<file path="src/hdl/rsnh_pkg.sv">
`timescale 1ns / 1ps
package rsnh_pkg;

    // input opcodes carried in the slave tuser
    localparam logic [1:0] FN_CLEAR  = 2'd0;
    localparam logic [1:0] FN_LOAD   = 2'd1;
    localparam logic [1:0] FN_CAST   = 2'd2;
    localparam logic [1:0] FN_UNUSED = 2'd3;

    // fixed datapath widths
    localparam int T_W   = 31;   // quantized distance bits
    localparam int REM_W = 83;   // |tn| << 16
    localparam int DEN_W = 51;   // |den|

    // cycles from the last scan beat until the best hit has settled
    localparam logic [5:0] DRAIN_LAST = 6'd36;

    localparam logic [4:0] TAG_NONE = 5'h1F;

    // one stored segment
    typedef struct packed {
        logic signed [31:0] sx;
        logic signed [31:0] sy;
        logic signed [31:0] ex;
        logic signed [31:0] ey;
        logic [3:0]         tag_p;
        logic [3:0]         tag_e;
    } t_seg;

    // one candidate moving down the divider chain
    typedef struct packed {
        logic               ok;
        logic               sat;
        logic [REM_W-1:0]   rem;
        logic [DEN_W-1:0]   den;
        logic [T_W-1:0]     q;
        logic signed [32:0] vx;
        logic signed [32:0] vy;
        logic [3:0]         tag_p;
        logic [3:0]         tag_e;
    } t_div_beat;

    typedef enum logic [3:0] {
        ST_IDLE,
        ST_UDIR,
        ST_SCAN,
        ST_DRAIN,
        ST_NDIR,
        ST_MUL,
        ST_SUM,
        ST_MUL2,
        ST_FIN
    } t_state;

    typedef enum logic [2:0] {
        UV_IDLE,
        UV_SCALE,
        UV_SQ,
        UV_SUM,
        UV_SQRT,
        UV_RND,
        UV_DIV,
        UV_DONE
    } t_uv_state;

endpackage

</file>
<file path="src/hdl/rsnh_seg_cell.sv">
`timescale 1ns / 1ps
module rsnh_seg_cell
    import rsnh_pkg::*;
(
    input  logic i_clk,
    input  logic i_shift,
    input  logic i_load,
    input  t_seg i_load_seg,
    input  t_seg i_next,
    output t_seg o_seg
);

    t_seg r_seg;

    // capture a new segment, or rotate one place toward the head
    always_ff @(posedge i_clk) begin
        if (i_load) begin
            r_seg <= i_load_seg;
        end else if (i_shift) begin
            r_seg <= i_next;
        end
    end

    assign o_seg = r_seg;

endmodule

</file>
<file path="config.mk">
export PLATFORM = sky130hd
export DESIGN_NAME = rsnh_seg_cell
export DESIGN_NICKNAME = d
export VERILOG_FILES = /design/src/hdl/rsnh_pkg.sv /design/src/hdl/rsnh_seg_cell.sv
export SDC_FILE = /design/constraint.sdc
export NUM_CORES = 1
export LEC_CHECK = 0
export BUFFER_PORTS_ARGS = -buffer_cell sky130_fd_sc_hd__buf_2
export CORE_AREA = 3 3 160 162
export DETAILED_ROUTE_END_ITERATION = 10
export DIE_AREA = 0 0 163 165
export SYNTH_ARGS = -nofsm -noshare
export SYNTH_HDL_FRONTEND = slang
export SYNTH_SLANG_ARGS = --single-unit
export TNS_END_PERCENT = 50
</file>
<file path="constraint.sdc">
create_clock -name i_clk -period 4.1 [get_ports i_clk]
set_clock_uncertainty 0.2 [all_clocks]
set_input_delay 0.82 -clock i_clk [delete_from_list [all_inputs] [get_ports i_clk]]
set_output_delay 0.82 -clock i_clk [all_outputs]
set_load 0.005 [all_outputs]
</file>
* Word-level counts from Yosys, hierarchy flattened
Index checks and enable logic that the tools add are counted.
** Word-level totals
- Register bits after elaboration :: 136
- Input bits :: 275
- Output and inout bits :: 136
- Logic and storage cells :: 9
** Cells by class
- Multiplexer cells :: 2
- Reductions and logical operators :: 1
** Operators by type and width (count)
- $mux 136 :: 2
- $reduce_bool 2->1 :: 1

* Logic depth before layout (Yosys ltp)
- Word-level depth :: 2
- Depth in mapped cells :: 3
- Gate-level depth less buffers :: 1

* Worst setup path after synthesis
OpenSTA, ideal clock, no wires.
- Path kind :: in2reg
- Start :: in i_load
- End :: reg r_seg (netlist bit o_seg[0]) (enable)
- Setup time :: 438 ps
- Arrival time :: 2768 ps
- Data required time :: 3462 ps
- Path slack :: 694 ps
- Stages on the path :: 3
- Buffers on the path :: 2
- Cell sequence :: buf_6 buf_6 or2_2
** On the way
- Word-level cells in the longest chain between the ends :: 1
** Ends and longest elaborated chain
- start, declared :: RTL line rsnh_seg_cell.sv:7 : input logic i_load,
- $reduce_bool 2->1 (no line)
- end signal, assigned :: RTL line rsnh_seg_cell.sv:18 : r_seg <= i_load_seg;
- end signal, assigned :: RTL line rsnh_seg_cell.sv:20 : r_seg <= i_next;
- end, declared :: RTL line rsnh_seg_cell.sv:13 : t_seg r_seg;
Every way passes these cells.
A chain may end at the register's enable or synchronous reset.

* Worst setup path in the final report
- Start :: in i_load
- End :: reg r_seg (netlist bit o_seg[55]), data pin
** On the way
- Word-level cells in the longest chain between the ends :: 1
** Ends and longest elaborated chain
- $mux 136 :: RTL line rsnh_seg_cell.sv:17 : if (i_load) begin
Every way passes these cells.

==> run summary <==
Top cells by area, synth - edfxtp_1, mux2_2, clkbuf_8, buf_6, or2_2
Post-Synth Simple-Gate Area - 0.1076%
Setup bufs post-CTS - 0
Die Height - 165 um
Tmin final - 2.044 ns
Status - complete, no violations
Vias per inst - 3.940
Syn_area_per_cell - 20.19 um2
Register area share after synthesis - 70.22%
WL per Instance - 15.90 um
Largest net degree at the start of global routing - 75
CP Class - input pin to register
Top cell type's share of synthesized area - 70.22%
Root buffer cell - clkbuf_16
Maxcap violations - 0
Final WS setup - 2.056 ns
Compound-Gate Fraction of Synth Area - 0%
Dpl hpwl - 12780 um
Vias in the first global route - 4189
Clock group share of total power - 40.5%
Nets - 981
# H-tree levels - 4
Slew Limit Fails - 0
Final Core Density - 36.01%
Max reg flops - 136
DIE WIDTH - 163 um
CP endpoint kind - register
First-pass GRT wire length - 23180 um
Worst setup path end - o_seg[55]
Die area - 0.02690 mm2
Via count - 4109
RSZ-0062 raised after global routing - no
Drt initial violations - 160
Final Non-Filler Cells - 1043
Drt drc - 0
DP Cell Count - 1011
Resize count post-CTS - 0
Total routed wirelength - 16590 um
Critical path launch point type - input pin
CP required - 4.05 ns
Final Cycle Share - 49.86%
Sw Share - 22.99%
Power Density - 430.0 mW/mm2
Fill count - 2372
Psw - 863.2 uW
Total power - 3.755 mW
Top-Level Pins - 411
Crit path DAT - 2.00 ns
Post-Synth XOR/XNOR Area - 0%
Total gr overflow - 0
Hold_ws - 0.5029 ns
Leak pwr - 3.832 nW
CTS tree - yes
CP max FO - 42
Max Fclk - 489.2 MHz
Synth Register Bits - 136
Maximum VDD drop - 0.2035 mV
Largest family of logic cells by synthesized area - multiplexers
YS warnings - 0
All-Layer GR Usage - 11.39%
Reg power frac - 46.4%
Commonest cells after routing, fill and taps aside - buf_2, mux2_2, edfxtp_1
Rows - 57
Adder-Cell Fraction of Synth Area - 0%
Layout cells sized above 1 - 80.67%
Cell variety after synth - 5
Number of hold buffers added after CTS - 0
CTS Buf Count - 17
Gate Count Post-Synth - 288
Clock Sinks - 136
Mux cell area share after synthesis - 26.33%
Antenna violations before repair - 0
Clk buf depth - 2
Port Buffers - 410
Yosys top cell by area - edfxtp_1
DR pass1 iterations - 4
Reg clk slew, reported paths - 0.07 ns
Worst slew pin tran - 0.5366 ns
Post-place instance area - 0.008155 mm2
Initial Utilization - 23.98%
Area delta synth->final - 50.15%
Critical path origin - i_load
CORE AREA - 0.02425 mm2
# setup viols final - 0
Mapped cell area - 0.005816 mm2
Routed Antenna Nets - 0
Commonest non-fill, non-tap cell in the layout - buf_2
Combinational cell fraction of total power - 13.1%
Fin area - 0.008732 mm2
Synthesized net count - 563
GPL Wtd Cong - 0.7382
Rel. slew slack - 64.22%
Min-delay worst type - input pin to register
Hold Violations, Final - 0
DP Worst Slack - 1.625 ns
Cell Int Power - 2.892 mW
TNS Setup - 0 ns
Antenna fix cells - 0
==> power groups by stage <==
stage                     Clock [mW]  Combinational (mW)  Sequential (mW)
after floorplan                    0               0.164             1.80
after global placement             0               0.500             1.77
after detailed placement           0               0.504             1.77
after CTS                       1.58               0.506             1.75
after global routing            1.64               0.539             1.76
final                           1.52               0.492             1.74
==> synth_stat cells <==
library cell / count
buf_6: 5
mux2_2: 136
clkbuf_8: 10
or2_2: 1
edfxtp_1: 136
==> cell families (layout without fill, tap and decap cells) <==
logic type,Yosys count,in the layout
buffers and inverters,15,446
flip-flops,136,136
multiplexers,136,136
AND/OR/NAND/NOR,1,1
==> worst max-delay path, stage by stage <==
cell,delay (ns)
buf_6,0.23
buf_4,0.51
mux2_2,0.40
==> final cells by class <==
cell class | instances | area [um2] | share of cell area (%)
timing repair buffer | 414 | 2126 | 24.34
clock inverter | 14 | 147.6 | 1.691
sequential | 136 | 4084 | 46.77
clock buffer | 18 | 429.2 | 4.915
tap | 324 | 405.4 | 4.643
multi-input combinational | 137 | 1540 | 17.64
==> worst min path at each step <==
stage | from | end | slack, ns | depth (start not counted)
2_1_floorplan | i_next[0] | o_seg[0] | 0.84 | 1
3_3_place_gp | i_next[16] | o_seg[16] | 0.92 | 2
3_5_place_dp | i_load_seg[75] | o_seg[75] | 0.92 | 2
4_1_cts | i_load_seg[38] | o_seg[38] | 0.48 | 2
5_1_grt | i_next[126] | o_seg[126] | 0.47 | 2
6_report | i_load_seg[116] | o_seg[116] | 0.50 | 2
==> per-layer routing <==
metal | global-route usage (%) | routed length, um | up-vias | part of all wire [%]
met5 | 0 | 0 | - | 0
met4 | 4.383 | 312 | 0 | 1.9
met3 | 4.414 | 1659 | 18 | 10
met2 | 19.91 | 8331 | 246 | 50
met1 | 12.51 | 6285 | 1869 | 38
li1 | - | - | 1976 | -
(Power assumes the default switching activity.)
