File: src/hdl/rsnh_pkg.sv
`timescale 1ns / 1ps
package rsnh_pkg;

    // input opcodes carried in the slave tuser
    localparam logic [1:0] FN_CLEAR  = 2'd0;
    localparam logic [1:0] FN_LOAD   = 2'd1;
    localparam logic [1:0] FN_CAST   = 2'd2;
    localparam logic [1:0] FN_UNUSED = 2'd3;

    // fixed datapath widths
    localparam int T_W   = 31;   // quantized distance bits
    localparam int REM_W = 83;   // |tn| << 16
    localparam int DEN_W = 51;   // |den|

    // cycles from the last scan beat until the best hit has settled
    localparam logic [5:0] DRAIN_LAST = 6'd36;

    localparam logic [4:0] TAG_NONE = 5'h1F;

    // one stored segment
    typedef struct packed {
        logic signed [31:0] sx;
        logic signed [31:0] sy;
        logic signed [31:0] ex;
        logic signed [31:0] ey;
        logic [3:0]         tag_p;
        logic [3:0]         tag_e;
    } t_seg;

    // one candidate moving down the divider chain
    typedef struct packed {
        logic               ok;
        logic               sat;
        logic [REM_W-1:0]   rem;
        logic [DEN_W-1:0]   den;
        logic [T_W-1:0]     q;
        logic signed [32:0] vx;
        logic signed [32:0] vy;
        logic [3:0]         tag_p;
        logic [3:0]         tag_e;
    } t_div_beat;

    typedef enum logic [3:0] {
        ST_IDLE,
        ST_UDIR,
        ST_SCAN,
        ST_DRAIN,
        ST_NDIR,
        ST_MUL,
        ST_SUM,
        ST_MUL2,
        ST_FIN
    } t_state;

    typedef enum logic [2:0] {
        UV_IDLE,
        UV_SCALE,
        UV_SQ,
        UV_SUM,
        UV_SQRT,
        UV_RND,
        UV_DIV,
        UV_DONE
    } t_uv_state;

endpackage

File: src/hdl/rsnh_div_cell.sv
`timescale 1ns / 1ps
module rsnh_div_cell
    import rsnh_pkg::*;
#(
    parameter int BIT = 0
) (
    input  logic      i_clk,
    input  logic      i_rst_n,
    input  t_div_beat i_beat,
    output t_div_beat o_beat
);

    t_div_beat        r_beat;
    t_div_beat        n_beat;
    logic [REM_W-1:0] w_dsh;

    // one restoring step: quotient bit BIT; valid bit cleared in reset
    always_comb begin
        n_beat    = i_beat;
        n_beat.ok = i_beat.ok && i_rst_n;
        w_dsh     = REM_W'(i_beat.den) << BIT;
        if (!i_beat.sat && i_beat.rem >= w_dsh) begin
            n_beat.rem    = i_beat.rem - w_dsh;
            n_beat.q[BIT] = 1'b1;
        end
    end

    always_ff @(posedge i_clk) begin
        r_beat <= n_beat;
    end

    assign o_beat = r_beat;

endmodule

File: config.mk
export PLATFORM = sky130hd
export DESIGN_NAME = rsnh_div_cell
export DESIGN_NICKNAME = d
export VERILOG_FILES = /design/src/hdl/rsnh_pkg.sv /design/src/hdl/rsnh_div_cell.sv
export SDC_FILE = /design/constraint.sdc
export NUM_CORES = 1
export LEC_CHECK = 0
export BUFFER_PORTS_ARGS = -buffer_cell sky130_fd_sc_hd__buf_2
export CORE_AREA = 2 2 186 188
export CTS_CLUSTER_SIZE = 30
export DETAILED_ROUTE_END_ITERATION = 8
export DIE_AREA = 0 0 188 190
export GPL_TIMING_DRIVEN = 0
export PLACE_DENSITY = 0.62
export RECOVER_POWER = 25
export SLEW_MARGIN = 20
export SYNTH_ARGS = -nofsm -noshare
export SYNTH_HDL_FRONTEND = slang
export SYNTH_SLANG_ARGS = --single-unit
export TNS_END_PERCENT = 10
File: constraint.sdc
create_clock -name i_clk -period 10 [get_ports i_clk]
set_input_delay 1.5 -clock i_clk [delete_from_list [all_inputs] [get_ports i_clk]]
set_output_delay 1.5 -clock i_clk [all_outputs]
set_load 0.005 [all_outputs]
# Word-level counts from Yosys, hierarchy flattened
# Index checks and enable logic that the tools add are counted.
# totals
out_inout_bits	241
reg_bits	241
inputBits	243
word_cells	16
# classes
n_reduce_logical	3
add_sub_neg	1
muxes	1
order_cmp	1
# op_table
op	count
83-bit by 51-bit greater-or-equal comparator with 1-bit output	1
83-bit two-way mux	1
83-bit by 51-bit subtractor with 83-bit output	1
1-bit logical AND	2
1-bit zero test	1

# Depth between registers and ports, before layout
# Gate-level depths: netlist of the first run.
# logic_depth
ltp_word	3
depth_mapped	13
ltp_nobuf	13

# Least setup slack after synthesis of the first run
# Ideal clock, no wire load.
# synth_path
kind	input to register
from	input port i_beat[156] (netlist bit)
to	register r_beat, in the netlist o_beat[228]
slack_ps	5702
stages	13
setup_ps	72
t_arrival_ps	4226
n_path_buf	0
required_ps	9928
cell_sequence	inv_1 -> ha_1 -> inv_1 -> fa_1 -> a21oi_1 -> o221a_2 -> o21ai_0 -> a21oi_1 -> o22ai_1 -> o31ai_1 -> o22ai_1 -> nor4b_2 -> xor2_1
# synth_lines
item	line	text
from (decl)	rsnh_div_cell.sv:9	input t_div_beat i_beat,
to (signal assigned)	rsnh_div_cell.sv:29	r_beat <= n_beat;
to (decl)	rsnh_div_cell.sv:13	t_div_beat r_beat;

==> out/metrics.yaml, run 1 <==
ys_warn_count: 0
ys_seq_elements: 241
synth_top_area_share_pct: 49.3
postSynthAreaPerCell_um2: 9.19
start_util_pct: 28.8
hold_ws_ps: 1050
netSwitchingPower_w: 0.000693
antenna_found_initial: 6
yosysMostFrequentCell: "dfxtp_1"
fillers: 3483
fin_setup_tns_ps: 0
powerDensity_nw_per_um2: 185
period_needed_ps: 4860
min_path_cells: 1
clockRootBuffer: "clkbuf_16"
gp_congestion: 0.879
regArea_um2: 4820
clockPowerShare_pct: 41.1
drive_above_1_share_pct: 33.9
max_freq_mhz: 206
status: "completed"
arrival_ps: 5330
internal_power_w: 0.00184
period_share_pct: 48.6
setup_viol: 0
cts-buffers-inserted: 28
total_power_w: 0.00254
cts_resized: 0
seq_area_frac_synth_pct: 49.3
synth_flop_cell: "dfxtp_1"
synth.cell_area_um2: 9790
syn_nets: 1360
area_delta_synth_final_pct: 40.2
ys_top_cells_by_area: "dfxtp_1 (49%), ha_1 (6.5%), o21ai_0 (4.6%), nand2_1 (4.3%), xnor2_1 (4.1%)"
cts_max_path_buffers: 3
grt_pass1_wl_mm: 57.0
cap_violations: 0
first_global_vias: 9462
ys_types: 62
leakagePower_nw: 6.48
max-slew-margin-rel_pct: 42.2
core_area_um2: 33900
rsz0062_at_grt: "false"
yosys-top-cells-count: "dfxtp_1 (241), nand2_1 (111), o21ai_0 (90), inv_1 (76), a21oi_1 (69)"
dr_total_vias: 9741
place_inst: 2002
ir_drop_mv: 0.114
overflow: 0
largest_reg_flops: 241
cts_sinks: 241
drc: 0
row_count: 68
pwr-share-comb_pct: 17.5
post-cts-setup-buffers: 0
hold_viol: 0
required_ps: 10470
crit_path_max_fanout: 9
numPortBuffers: 482
yosysTopAreaCell: "dfxtp_1"
htreeDepth: 1
finalMaxSlewViolations: 0
io_pins: 484
dp_hpwl_mm: 32.4
die_w_um: 188
post_drt_wl_per_cell_um: 19.0
track_usage_pct: 20.9
drtPass1Iterations: 5
synth-edff-count: 0
swShare_pct: 27.3
hp-class: "input port to flip-flop"
worstSetupPathType: "input port to flip-flop"
cp-end-kind: "flip-flop"
die_h_um: 190
via_per_inst: 4.74
synth_cells: 1065
postCtsHoldBufs: 0
fin_nets: 1872
async_reset_ff_share_pct: 0
fin_cells: 2056
cts_tree: "yes"
worstMarginPinSlew_ps: 860
die-area_um2: 35700
grt_max_degree: 14
multi_input_area_um2: 4520
ant_nets: 0
drtIter0Drc: 597
cts.clk_slew.worst_paths_ps: 60
p_seq_share_pct: 41.4
start_kind: "input port"
drt-total-wl_mm: 39.2
[cell families after synthesis]
kind of cell / after synthesis / share of synthesized area [%]
compound gates: 257 / 16.2
xor+xnor: 77 / 6.89
fa+ha+maj: 52 / 6.72
buf+inv: 120 / 4.61
flops: 241 / 49.3
mux: 1 / 0.115
simple gates: 317 / 16.2
[worst max-delay path, stage by stage]
cell and delay, ps:
buf_2 100, inv_1 40, ha_1 150, inv_1 50
fa_1 420, a21oi_1 210, o221a_2 250, o21ai_0 190
a21oi_1 460, o22ai_1 320, o31ai_1 670, o22ai_2 410
nor3_1 320, xor2_1 200
[power by group through the flow]
| stage | logic [W] | clock network [W] | registers, W |
|---|---|---|---|
| floorplan | 0.000212 | 0 | 0.00108 |
| global placement | 0.000441 | 0 | 0.00107 |
| detailed placement | 0.000443 | 0 | 0.00107 |
| CTS | 0.000446 | 0.00107 | 0.00105 |
| global route | 0.000490 | 0.00111 | 0.00106 |
| finish | 0.000445 | 0.00104 | 0.00105 |
[metrics by stage]
step | instance area [µm²] | worst slack [ps] | utilization [%]
2_1_floorplan | 9790 | 5700 | -
3_3_place_gp | 12800 | 4370 | 37.6
3_5_place_dp | 12800 | 4410 | 37.6
4_1_cts | 13700 | 4980 | 40.4
5_1_grt | 13700 | 4830 | 40.4
6_report | 13700 | 5140 | 40.4
[final cells by class]
| class | instances | share of cell area [%] |
|---|---|---|
| diodes | 4 | 0.0729 |
| plain buffers | 44 | 1.21 |
| clock buffers | 37 | 5.73 |
| clock inverters | 13 | 1.15 |
| inverters | 76 | 2.08 |
| multi-input cells | 704 | 32.9 |
| flip-flops and latches | 241 | 35.2 |
| well taps | 455 | 4.15 |
| repair buffers | 482 | 17.5 |
[layer usage]
metal / up-vias / wire length (µm) / GRT usage, %
met2: 395 / 19200 / 36.3
met5: - / 11 / 0
met1: 4550 / 16500 / 26.2
met3: 44 / 2740 / 4.33
met4: 2 / 731 / 5.94
li1: 4750 / - / -
[layout by cell type, fill, tap and decap left out, types with 6 or more instances in the layout]
cell,instances
or3_1,9
dfxtp_1,241
xnor2_1,46
a21oi_1,69
o21bai_1,13
or4_1,9
a31oi_1,6
ha_1,51
nor3_1,32
nand4_1,28
o21a_1,7
o21ai_0,90
xor2_1,31
and2_1,6
nor4_1,12
a21o_1,18
buf_2,477
nand2_1,111
nand3_1,28
clkbuf_1,54
inv_1,76
clkbuf_16,29
o211ai_1,6
nor2_1,51
[path summary, 6_finish.rpt]
path / slack (ps) / to / startpoint
hold / removal: 1050 / o_beat[7] / i_beat[7]
setup / recovery: 5140 / o_beat[232] / i_beat[156]
No activity file was read; power rests on OpenSTA's default activity.
==> inputs of run 2 (changes only) <==
--- a/config.mk
+++ b/config.mk
@@ -11,7 +11,7 @@
 export DETAILED_ROUTE_END_ITERATION = 8
 export DIE_AREA = 0 0 188 190
 export GPL_TIMING_DRIVEN = 0
-export PLACE_DENSITY = 0.62
+export PLACE_DENSITY = 0.64
 export RECOVER_POWER = 25
 export SLEW_MARGIN = 20
 export SYNTH_ARGS = -nofsm -noshare
==> constraint.sdc (replaced) <==
create_clock -name i_clk -period 4 [get_ports i_clk]
set_input_delay 0.6 -clock i_clk [delete_from_list [all_inputs] [get_ports i_clk]]
set_output_delay 0.6 -clock i_clk [all_outputs]
set_load 0.005 [all_outputs]
==> run 2 against run 1 <==
Power rose by 150%. Combinational power rose by 150%. Clock power rose by 140%. Critical path depth fell by 2. Sequential power rose by 150%. Worst setup slack got worse by 4900 ps. Via count rose by 0.32%. Utilization fell by 0.14 points. Critical endpoint is now o_beat[158]. Largest cell class unchanged. Highest routed layer unchanged.
==> out/metrics.yaml, run 2 (same netlist as run 1, synthesis figures left out) <==
track_usage_pct: 20.7  # -0.24 points
htreeDepth: 1  # unchanged
die_w_um: 188  # unchanged
die-area_um2: 35700  # unchanged
period_needed_ps: 3750
cts_sinks: 241  # unchanged
fin_setup_tns_ps: 0  # unchanged
row_count: 68  # unchanged
period_share_pct: 93.7
dr_total_vias: 9772  # +0.32%
max_freq_mhz: 267
rsz0062_at_grt: "true"
first_global_vias: 9478  # +0.17%
grt_max_degree: 14  # unchanged
crit_path_max_fanout: 10  # +1
mostFrequentLayoutCell: "buf_2"
setup_viol: 0  # unchanged
status: "completed"
start_kind: "input port"
cts-buffers-inserted: 27  # -3.6%
area_delta_synth_final_pct: 39.7
largest_reg_flops: 241  # unchanged
numPortBuffers: 482  # unchanged
ant_nets: 0  # unchanged
postCtsHoldBufs: 0  # unchanged
post_drt_wl_per_cell_um: 19.0  # -0.24%
arrival_ps: 4120  # -1210 ps
cts.clk_slew.worst_paths_ps: 60  # about the same
fin_nets: 1871  # -0.053%
worstMarginPinSlew_ps: 822  # -38.0 ps
drive_above_1_share_pct: 33.8  # -0.10 points
hold_ws_ps: 158  # -891 ps
hold_viol: 0  # unchanged
overflow: 0  # unchanged
ir_drop_mv: 0.300  # +160%
io_pins: 484  # unchanged
die_h_um: 190  # unchanged
start_util_pct: 28.8  # unchanged
drc: 0  # unchanged
multi_input_area_um2: 4540  # +0.33%
core_area_um2: 33900  # unchanged
pre_cts_slack_ps: -691  # -5100 ps
fin_ws_ps: 252  # -4890 ps
leakagePower_nw: 6.44  # -0.59%
grt_pass1_wl_mm: 56.6  # -0.74%
via_per_inst: 4.76  # +0.42%
cap_violations: 0  # unchanged
drt-total-wl_mm: 39.0  # -0.33%
max-slew-margin-rel_pct: 44.7  # +2.6 points
powerDensity_nw_per_um2: 456  # +150%
fillers: 3477  # -0.17%
cp-end-kind: "flip-flop"
hp-class: "input port to flip-flop"
finalMaxSlewViolations: 0  # unchanged
clockRootBuffer: "clkbuf_16"
dp_hpwl_mm: 32.2  # -0.47%
gp_congestion: 0.877  # -0.27%
cts_tree: "yes"
required_ps: 4370  # -6100 ps
regArea_um2: 4820  # unchanged
cts_max_path_buffers: 3  # unchanged
mostFrequentLayoutCells: "buf_2 (473), dfxtp_1 (241), nand2_1 (111)"
drtIter0Drc: 603  # +1.0%
antenna_found_initial: 6  # unchanged
worstSetupPathType: "input port to flip-flop"
drtPass1Iterations: 5  # unchanged
## run 2: cell count changes in the layout (fill, tap and decap cells not counted), sizes merged
cell | previous run | this run
clkbuf | 86 | 89
diode | 4 | 3
bufinv | 3 | 2
clkinv | 7 | 5
clkinvlp | 1 | 2
buf | 477 | 474
inv | 78 | 79
## run 2: final timing paths
| path | from | end | slack [ps] | cells past startpoint |
|---|---|---|---|---|
| worst max-delay path | i_beat[106] | o_beat[158] | 250 | 12 |
| worst min-delay path | i_beat[3] | o_beat[3] | 160 | 1 |
## run 2: metal layers
layer,part of all wire (%),track usage [%],vias up
met2,47,34.9,411
met4,3.0,7.33,6
met3,7.2,4.63,67
met1,42,25.9,4548
met5,0.10,0,-
li1,-,-,4740
## run 2: cell type report
class	instances	area share, %
flip-flops and latches	241	35.3
multi-input cells	704	33.2
repair buffers	482	17.5
clock buffers	37	5.58
well taps	455	4.16
inverters	76	2.09
plain buffers	44	1.22
clock inverters	12	0.924
diodes	3	0.0549
## run 2: report_power, final
group / total, W / internal (W) / switching [W]
clock network: 0.00250 / 0.00147 / 0.00103
registers: 0.00262 / 0.00258 / 0.0000440
logic: 0.00111 / 0.000454 / 0.000658
## run 2: per-stage QoR
| stage | area [µm²] | total power, W | utilization (%) | std cells |
|---|---|---|---|---|
| floorplan | 9790 | 0.00324 | - | 1065 |
| global placement | 12800 | 0.00377 | 37.6 | 2002 |
| CTS | 13700 | 0.00631 | 40.3 | 2051 |
| finish | 13700 | 0.00624 | 40.3 | 2054 |
| detailed placement | 12800 | 0.00378 | 37.6 | 2002 |
| global route | 13700 | 0.00652 | 40.3 | 2053 |
## run 2: what timing repair did
item	CTS	global route
buffers inserted	0	0
resized for setup	3	2
setup endpoints to repair	8	6
## run 2: critical path, cell delays in order
cell,delay [ps]
buf_2,150
inv_1,90
ha_1,310
nor2b_1,130
o21ai_0,380
a211oi_1,200
o21ai_1,460
a31o_2,330
a31o_2,300
buf_2,350
clkbuf_1,540
o21ai_0,240
==> inputs of run 3 (changes only) <==
--- a/config.mk
+++ b/config.mk
@@ -7,11 +7,9 @@
 export LEC_CHECK = 0
 export BUFFER_PORTS_ARGS = -buffer_cell sky130_fd_sc_hd__buf_2
 export CORE_AREA = 2 2 186 188
-export CTS_CLUSTER_SIZE = 30
 export DETAILED_ROUTE_END_ITERATION = 8
 export DIE_AREA = 0 0 188 190
 export GPL_TIMING_DRIVEN = 0
-export PLACE_DENSITY = 0.64
 export RECOVER_POWER = 25
 export SLEW_MARGIN = 20
 export SYNTH_ARGS = -nofsm -noshare
==> run 3 against run 2 <==
Global-route usage about the same. Fmax decreased by 1.4%. Critical path depth increased by 2. Clock power about the same. Non-clock buffer count unchanged. Sequential share of layout area about the same. Critical path type unchanged. Critical endpoint is now o_beat[238]. Largest power group unchanged.
==> out/metrics.yaml, run 3 (same netlist as run 1, synthesis figures left out) <==
status: "completed"
required_ps: 4450  # +80 ps
fin_util_pct: 40.3  # +0.048 points
area_delta_synth_final_pct: 39.9
ant_nets: 0  # unchanged
place_inst: 2002  # unchanged
min_path_cells: 1  # unchanged
netSwitchingPower_w: 0.00173  # -0.41%
clockRootBuffer: "clkbuf_16"
internal_power_w: 0.00453  # +0.62%
gp_congestion: 0.869  # -0.90%
htreeDepth: 1  # unchanged
row_count: 68  # unchanged
pwr-share-comb_pct: 17.8  # about the same
postCtsHoldBufs: 0  # unchanged
cts-buffers-inserted: 27  # unchanged
max_freq_mhz: 263  # -1.4%
io_pins: 484  # unchanged
powerDensity_nw_per_um2: 457  # +0.21%
leakagePower_nw: 6.46  # +0.27%
finalMaxSlewViolations: 0  # unchanged
cts_sinks: 241  # unchanged
first_global_vias: 9471  # -0.074%
worstMarginPinSlew_ps: 735  # -87.4 ps
die_h_um: 190  # unchanged
via_per_inst: 4.70  # -1.1%
die-area_um2: 35700  # unchanged
cp-end-kind: "flip-flop"
post_drt_wl_per_cell_um: 19.1  # +0.39%
ir_drop_mv: 0.368  # +23%
clockPowerShare_pct: 40.3  # +0.2 points
crit_slowest_cell: "o31ai_2"
p_seq_share_pct: 41.9  # -0.2 points
fin_setup_tns_ps: 0  # unchanged
arrival_ps: 4250  # +130 ps
track_usage_pct: 20.7  # -0.035 points
dr_total_vias: 9659  # -1.2%
mostFrequentLayoutCells: "buf_2 (478), dfxtp_1 (241), nand2_1 (111)"
grtUsageMet2_pct: 34.1  # -0.81 points
hold_viol: 0  # unchanged
holdPathEnd: "o_beat[73]"
drtIter0Drc: 544  # -9.8%
drive_above_1_share_pct: 34.1  # +0.33 points
grt_pass1_wl_mm: 56.5  # -0.12%
setup_viol: 0  # unchanged
core_area_um2: 33900  # unchanged
placed_cell_area_um2: 12800  # unchanged
min-delay-start: "i_beat[73]"
largest_reg_flops: 241  # unchanged
drt-total-wl_mm: 39.2  # +0.34%
start_util_pct: 28.8  # unchanged
critPathMaxStageDelay_ps: 510  # -30 ps
drtPass1Iterations: 5  # unchanged
rsz0062_at_grt: "false"
cts_tree: "yes"
max-slew-margin-rel_pct: 49.8  # +5.0 points
fin_nets: 1871  # unchanged
grt_max_degree: 14  # unchanged
start_kind: "input port"
numPortBuffers: 482  # unchanged
die_w_um: 188  # unchanged
period_share_pct: 95.1  # +1.4 points
drc: 0  # unchanged
cts_max_path_buffers: 3  # unchanged
fin_area_um2: 13700  # +0.12%
antenna_found_initial: 4  # -2
crit_chain: "buf_2 > inv_1 > ha_1 > inv_1 > fa_1 > a21oi_1 > o221a_2 > o21ai_0 > a21oi_1 > o22ai_1 > o31ai_2 > o22ai_2 > nor3_1 > xor2_1"
met1_usage_pct: 25.8  # -0.065 points
swShare_pct: 27.6  # -0.21 points
post-cts-setup-buffers: 0  # unchanged
dp_hpwl_mm: 32.1  # -0.36%
hp-class: "input port to flip-flop"
mostFrequentLayoutCell: "buf_2"
fin_cells: 2053  # -0.049%
overflow: 0  # unchanged
period_needed_ps: 3800  # +55.0 ps
cap_violations: 0  # unchanged
grtUsageMet3_pct: 5.48  # +0.85 points
cts.clk_slew.worst_paths_ps: 70  # about the same
worstSetupPathType: "input port to flip-flop"
grt_busiest_layer: "met2"
crit_path_max_fanout: 9  # -1
run 3: changes by cell type in the layout (fill, tap and decap cells not counted), sizes merged:
cell      previous run  this run
buf                474       478
clkbuf              89        84
clkinvlp             2         4
inv                 79        77
run 3: worst max-delay path by stage:
| stage | start | endpoint | slack [ps] | cells after the start |
|---|---|---|---|---|
| CTS | i_beat[156] | o_beat[238] | 80 | 14 |
| detailed placement | i_beat[156] | o_beat[238] | -740 | 14 |
| finish | i_beat[156] | o_beat[238] | 200 | 14 |
| floorplan | i_beat[156] | o_beat[228] | 600 | 13 |
| global route | i_beat[146] | o_beat[237] | 30 | 13 |
| global placement | i_beat[156] | o_beat[238] | -810 | 14 |
run 3: power groups by stage:
stage	Sequential, W	Combinational [W]	Clock [W]
final	0.00262	0.00111	0.00252
after global routing	0.00264	0.00123	0.00270
after CTS	0.00262	0.00111	0.00260
after detailed placement	0.00267	0.00110	0
after global placement	0.00267	0.00110	0
after floorplan	0.00271	0.000530	0
run 3: layout make-up:
class	instances	area, µm²
plain buffers	44	166
flip-flops and latches	241	4820
diodes	3	7.51
multi-input cells	704	4530
clock inverters	12	130
inverters	76	285
repair buffers	482	2410
clock buffers	36	779
well taps	455	569
fillers	3532	20300
run 3: worst max-delay path, delay by kind of cell:
family / cells / cell delay, ps
AO/OA/AOI/OAI: 7 / 2360
AND/OR/NAND/NOR: 1 / 290
XOR/XNOR: 1 / 220
adder cells (fa/ha/maj): 2 / 570
buffers and inverters: 3 / 200
run 3: timing repair:
item,4_1_cts,5_1_grt
setup endpoints to repair,7,16
gates resized for setup,1,1
pin swaps,0,0
run 3: through the flow:
step	worst slack, ps	power [W]	hold slack [ps]
after floorplan	602	0.00324	628
after global placement	-812	0.00378	703
after detailed placement	-743	0.00378	704
after CTS	83.5	0.00634	115
after global routing	31.1	0.00657	123
final	197	0.00626	152
run 3: layer usage:
metal	share of wire [%]	wire, µm
met2	46	18100
met4	3.0	1180
met3	8.3	3240
met1	43	16700
met5	0	0
